[config.mk]
export PLATFORM = sky130hd
export DESIGN_NAME = nvtks_cell
export DESIGN_NICKNAME = d
export VERILOG_FILES = /design/src/design/nvtks_pkg.sv /design/src/design/nvtks_cell.sv
export SDC_FILE = /design/constraint.sdc
export NUM_CORES = 1
export LEC_CHECK = 0
export ABC_AREA = 0
export BUFFER_PORTS_ARGS = -buffer_cell sky130_fd_sc_hd__buf_4
export CAP_MARGIN = 20
export CORE_AREA = 3 3 122 124
export CTS_BUF_LIST = sky130_fd_sc_hd__clkbuf_8
export CTS_CLUSTER_DIAMETER = 50
export DETAILED_ROUTE_END_ITERATION = 16
export DIE_AREA = 0 0 125 127
export PLACE_DENSITY = 0.76
export SYNTH_ARGS = -nofsm -noshare
export SYNTH_HDL_FRONTEND = slang
export SYNTH_SLANG_ARGS = --single-unit
[constraint.sdc]
create_clock -name clock -period 9.1 [get_ports clock]
set_clock_uncertainty 0.2 [all_clocks]
set_input_delay 1.82 -clock clock [delete_from_list [all_inputs] [get_ports clock]]
set_output_delay 1.82 -clock clock [all_outputs]
set_load 0.05 [all_outputs]
[src/design/nvtks_pkg.sv]
`timescale 1ns / 1ps
`default_nettype none
// ----------------------------------------------------------------------------
// nvtks_pkg
// shared widths, codes and types of the nearest vector top-k selector
// ----------------------------------------------------------------------------
package nvtks_pkg;

   localparam int OP_W       = 2;
   localparam int VAL_W      = 16;
   localparam int ID_W       = 32;
   localparam int DIST_W     = 45;
   localparam int SQ_W       = 32;
   localparam int KCNT_W     = 5;
   localparam int VDIM_W     = 11;
   localparam int CSR_W      = 11;
   localparam int CSR_IDX_W  = 1;
   localparam int REQ_DATA_W = 48;
   localparam int RSP_DATA_W = 80;
   localparam int RSP_PAD_W  = RSP_DATA_W - DIST_W - ID_W;

   localparam logic [OP_W-1:0] OP_QUERY  = 2'd0;
   localparam logic [OP_W-1:0] OP_CAND   = 2'd1;
   localparam logic [OP_W-1:0] OP_FINISH = 2'd2;

   localparam logic [CSR_IDX_W-1:0] REG_K_COUNT = 1'd0;
   localparam logic [CSR_IDX_W-1:0] REG_VEC_DIM = 1'd1;

   localparam logic [KCNT_W-1:0] K_COUNT_RESET = 5'd10;
   localparam logic [VDIM_W-1:0] VEC_DIM_RESET = 11'd128;

   typedef struct packed {
      logic [DIST_W-1:0] distance;
      logic [ID_W-1:0]   id;
   } entry_type;

   typedef struct packed {
      logic      valid;
      entry_type cand;
   } offer_type;

   typedef struct packed {
      logic      ins;
      logic      pop;
      entry_type cand;
   } cell_ctrl_type;

   typedef enum logic [1:0] {
      ST_RUN,
      ST_DRAIN,
      ST_EMIT
   } state_type;

endpackage
`default_nettype wire

[src/design/nvtks_cell.sv]
`timescale 1ns / 1ps
`default_nettype none
// ----------------------------------------------------------------------------
// nvtks_cell
// one slot of the sorted neighbor list, shifts right on insert, left on pop
// ----------------------------------------------------------------------------
module nvtks_cell (
   input  wire                      clock,
   input  nvtks_pkg::cell_ctrl_type ctrl,
   input  wire                      live,
   input  wire                      left_ahead,
   input  nvtks_pkg::entry_type     left_entry,
   input  nvtks_pkg::entry_type     right_entry,
   output nvtks_pkg::entry_type     entry,
   output logic                     ahead,
   output logic                     closer
);
   import nvtks_pkg::*;

   entry_type entry_ff;
   entry_type entry_in;

   // slot stays ahead of the candidate: nearer, or equal with smaller-or-equal id
   assign ahead  = live && ((entry_ff.distance < ctrl.cand.distance) ||
                            ((entry_ff.distance == ctrl.cand.distance) &&
                             (entry_ff.id <= ctrl.cand.id)));
   assign closer = ctrl.cand.distance < entry_ff.distance;
   assign entry  = entry_ff;

   always_comb begin
      entry_in = entry_ff;
      priority if (ctrl.pop) begin
         entry_in = right_entry;
      end else if (ctrl.ins && !ahead) begin
         entry_in = left_ahead ? ctrl.cand : left_entry;
      end
   end

   always_ff @(posedge clock) begin
      entry_ff <= entry_in;
   end

endmodule
`default_nettype wire

# After elaboration in Yosys (flattened, before gate mapping)
# Index checks and enable logic that the tools add are counted.
[totals]
output_inout_bits = 79
input_bits = 236
word_cells = 15
ff_bits = 77
[op_classes]
n_eq_ne = 1
n_lt_le_gt_ge = 3
muxes = 3
reduce_logical = 6
[op_table]
columns = ["op", "n"]
rows = [
  ["$mux 77", 3],
  ["$lt 45x45->1", 2],
  ["$eq 45x45->1", 1],
  ["$le 32x32->1", 1],
  ["$logic_and 1x1->1", 3],
  ["$reduce_bool 2->1", 1],
  ["$logic_not 1->1", 1],
  ["$logic_or 1x1->1", 1],
]

# Logic depth before layout (Yosys ltp)
[logic_depth]
depth_word = 8
mapped_depth = 9
depth_no_buf = 9

# Worst setup path after synthesis
# Ideal clock, no wire load.
[synth_timing]
path_kind = "input-to-reg"
start = "in ctrl[46] (netlist name)"
end = "reg entry_ff (netlist bit entry[0]) (enable)"
required_ns = 8.448
setup_time_ns = 0.452
path_slack_ns = 2.990
cell_stages = 8
arrival_ns = 5.458
path_buffers = 0
cell_sequence = "ha_1 -> a21oi_2 -> o21ai_1 -> a221o_1 -> o31a_1 -> a211oi_2 -> a211oi_2 -> o21bai_2"
[synth_between]
elab_chain_len = 7
elab_cells_between_ends = 8
cone_classes = "order compare (1); eq/ne (1); reduce/logical (6)"
[synth_lines]
columns = ["element", "line_no", "rtl"]
rows = [
  ["start: declaration", "nvtks_cell.sv:9", "input nvtks_pkg::cell_ctrl_type ctrl,"],
  ["parallel branches: the longest is 2 deep, another holds $lt 45x45->1", "n/a", ""],
  ["$logic_or 1x1->1 (*)", "nvtks_cell.sv:24", "assign ahead = live && ((entry_ff.distance < ctrl.cand.distance) ||"],
  ["$logic_and 1x1->1 (*)", "nvtks_cell.sv:24", ""],
  ["via ahead", "nvtks_cell.sv:15", "output logic ahead,"],
  ["$logic_not 1->1 (*)", "nvtks_cell.sv:34", "end else if (ctrl.ins && !ahead) begin"],
  ["$logic_and 1x1->1 (*)", "nvtks_cell.sv:34", ""],
  ["$reduce_bool 2->1 (no source line) (*)", "n/a", ""],
  ["end signal: assignment", "nvtks_cell.sv:40", "entry_ff <= entry_in;"],
  ["end: declaration", "nvtks_cell.sv:20", "entry_type entry_ff;"],
]
# Mark *: on every way through the listed nets, which the timed path passes.
# A chain may end at the register's enable or synchronous reset.

# Worst setup path after layout
[layout_timing]
start = "in ctrl[7] (netlist name)"
end = "out ahead"
[layout_between]
elab_chain_len = 4
[layout_lines]
columns = ["element", "line_no", "rtl"]
rows = [
  ["$le 32x32->1", "nvtks_cell.sv:26", "(entry_ff.id <= ctrl.cand.id)));"],
  ["$logic_and 1x1->1", "nvtks_cell.sv:25", "((entry_ff.distance == ctrl.cand.distance) &&"],
  ["$logic_or 1x1->1", "nvtks_cell.sv:24", ""],
  ["$logic_and 1x1->1", "nvtks_cell.sv:24", ""],
  ["end: declaration", "nvtks_cell.sv:15", ""],
]
# No other way between the ends.

==> run_results.csv <==
group,metric,value,unit
synth,synthCells,616,
layout,final_cell_mix,"317 x buf_4, 94 x nand2_1, 86 x inv_1",
synth,seq_area_frac_synth,39.2,%
floorplan,fp.dieH,127,µm
status,status,"completed",
global_routing,grt_pass1_wl,28.8,mm
placement,numPortBuffers,314,
clocking,clk-insertion-delay-late,0.37,ns
clocking,ctsLongestPathBuffers,2,
power_and_ir_drop,power,1.16,mW
power_and_ir_drop,p_leak,4.42,nW
power_and_ir_drop,comb_power_share,41.5,%
route,drt_iter0_drc,193,
timing,worstMarginPinSlew,0.870,ns
timing,period_share,65.6,%
route,ant_nets,0,
route,drt_first_pass_iters,6,
clocking,path_clk_slew,0.08,ns
power_and_ir_drop,vdd_drop_max,0.0782,mV
critical_path,end_kind,"output pin",
power_and_ir_drop,clockPowerShare,18.9,%
synth,syn_avg_cell_area,9.58,µm²
floorplan,start_util,42.5,%
synth,yosys_warnings,0,
clocking,cts_tree,"built",
global_routing,grt.overflow.total,0,
critical_path,crit_fanout,2,
clocking,postCtsHoldBufs,0,
placement,place_congestion,0.830,
critical_path,path_class,"in -> out",
synth,synthesis.nets,929,
synth,synth-seq-cells,77,
clocking,clkSinkCount,77,
power_and_ir_drop,p_sw,440,µW
global_routing,grt_util_all_layers,22.7,%
synth,synth_edf_count,77,
timing,rsz0062_at_grt,"false",
timing,finalHoldViolations,0,
layout,fin_area,0.00857,mm²
clocking,cts-buffers-inserted,9,
power_and_ir_drop,power_frac_seq,39.5,%
critical_path,start_kind,"input port",
layout,largest_reg_flops,77,
critical_path,required,7.08,ns
synth,synthDistinctLibCells,35,
floorplan,die_x,125,µm
layout,final_nets,1232,
layout,layout-drive-gt1-share,37.1,%
layout,syn2layout_area_growth,45.3,%
placement,dpl_cell_area,0.00840,mm²
global_routing,antenna_found_initial,1,
placement,place_hpwl,15.2,mm
timing,fin_crit,5.97,ns
floorplan,coreArea,0.0139,mm²
route,drcViolationCount,0,
floorplan,die_area,0.0159,mm²
timing,drv_slew,0,
route,vias,5606,
worst_hold_path,hp-class,"reg -> reg",
synth,ys.flop_type,"edfxtp_1",
synth,async_flop_share,0,%
power_and_ir_drop,pwr_density_cell,136,mW/mm²
timing,setup_viol,0,
power_and_ir_drop,switching_share,37.8,%
timing,relSlewSlack,42.0,%
global_routing,grt_pass1_vias,5653,
route,detail_route.wl_per_cell,16.9,µm
floorplan,core.rowCount,43,
timing,fin_setup_tns,0,ns
layout,layoutNonFillerInstCount,1103,
synth,synth_area,0.00590,mm²
layout,diodes,0,
layout,final_common_cell,"buf_4",
clocking,root_buffer,"clkbuf_8",
floorplan,ios,315,
layout,nFillCells,1228,
placement,dp_cells,1087,
global_routing,grt_max_degree,91,
power_and_ir_drop,intPower,724,µW
clocking,cts_setup_buffers,0,
timing,clock.fmax,0.168,GHz
critical_path,critPathArrivalTime,3.95,ns
clocking,post_cts_resized,0,
job,maxCapViolCount,0,
route,routed_wl,18.6,mm
route,via_per_inst,5.08,
clocking,htree_levels,3,
-- synth_stat cells, types with 4 or more instances --
cell / n / area [µm²]
clkbuf_1: 18 / 67.6
nand4_2: 4 / 50.1
ha_1: 77 / 963
buf_2: 8 / 40.0
mux2i_1: 77 / 771
nand3_1: 10 / 50.1
a21oi_1: 22 / 110
inv_1: 83 / 312
nand4_1: 11 / 68.8
nor2_1: 11 / 41.3
edfxtp_1: 77 / 2310
a21o_1: 8 / 60.1
a211oi_1: 4 / 30.0
nand2_1: 94 / 353
o21ai_0: 82 / 410
-- power groups by stage --
stage	Sequential (mW)	Combinational [mW]	Clock [mW]
2_1_floorplan	0.597	0.162	0
3_3_place_gp	0.467	0.479	0
3_5_place_dp	0.469	0.484	0
4_1_cts	0.461	0.486	0.229
5_1_grt	0.466	0.526	0.240
6_report	0.460	0.483	0.221
-- routing by layer --
metal | up-vias | share of wire, % | GRT usage [%]
li1 | 2803 | - | -
met1 | 2570 | 40 | 26.5
met2 | 202 | 51 | 40.7
met3 | 29 | 6.8 | 5.43
met4 | 2 | 2.4 | 8.29
met5 | - | 0.070 | 0
-- stage by stage --
stage | util [%] | hold slack (ns) | setup slack (ns)
detailed placement | 60.5 | 1.54 | 3.11
finish | 61.8 | 1.03 | 3.13
floorplan | - | 1.81 | 2.99
global placement | 60.5 | 1.52 | 3.12
CTS | 61.6 | 1.50 | 3.11
global route | 61.8 | 1.14 | 2.90
-- cell type report --
class	instances	area, µm²	area share [%]
Timing Repair Buffer	318	2400	28.0
Tap cell	180	225	2.63
Inverter	83	312	3.63
Clock inverter	6	25.0	0.292
Multi-Input combinational cell	430	3180	37.0
Clock buffer	9	124	1.44
Sequential cell	77	2310	27.0
-- cells by family after synthesis --
group / synth area share [%]
buf+inv: 7.10
compound gates: 13.5
fa+ha+maj: 16.3
flops: 39.2
mux: 13.1
simple gates: 10.8
-- worst max-delay path, cell delays in order --
cell and delay [ns]:
buf_4 0.09, inv_1 0.04, ha_1 0.30, a21oi_1 0.14, o21ai_0 0.10, a221oi_1 0.39, a31oi_1 0.14, o311a_1 0.34
a211oi_2 0.32, buf_4 0.27
-- final timing paths --
kind	from	endpoint	slack, ns	depth (start not counted)
min reg2reg	entry[31]	entry[60]	1.03	6
max reg2reg	entry[9]	entry[5]	5.44	10
min	entry[31]	entry[60]	1.03	6
max	ctrl[7]	ahead	3.13	10
No activity file was read; power rests on OpenSTA's default activity.
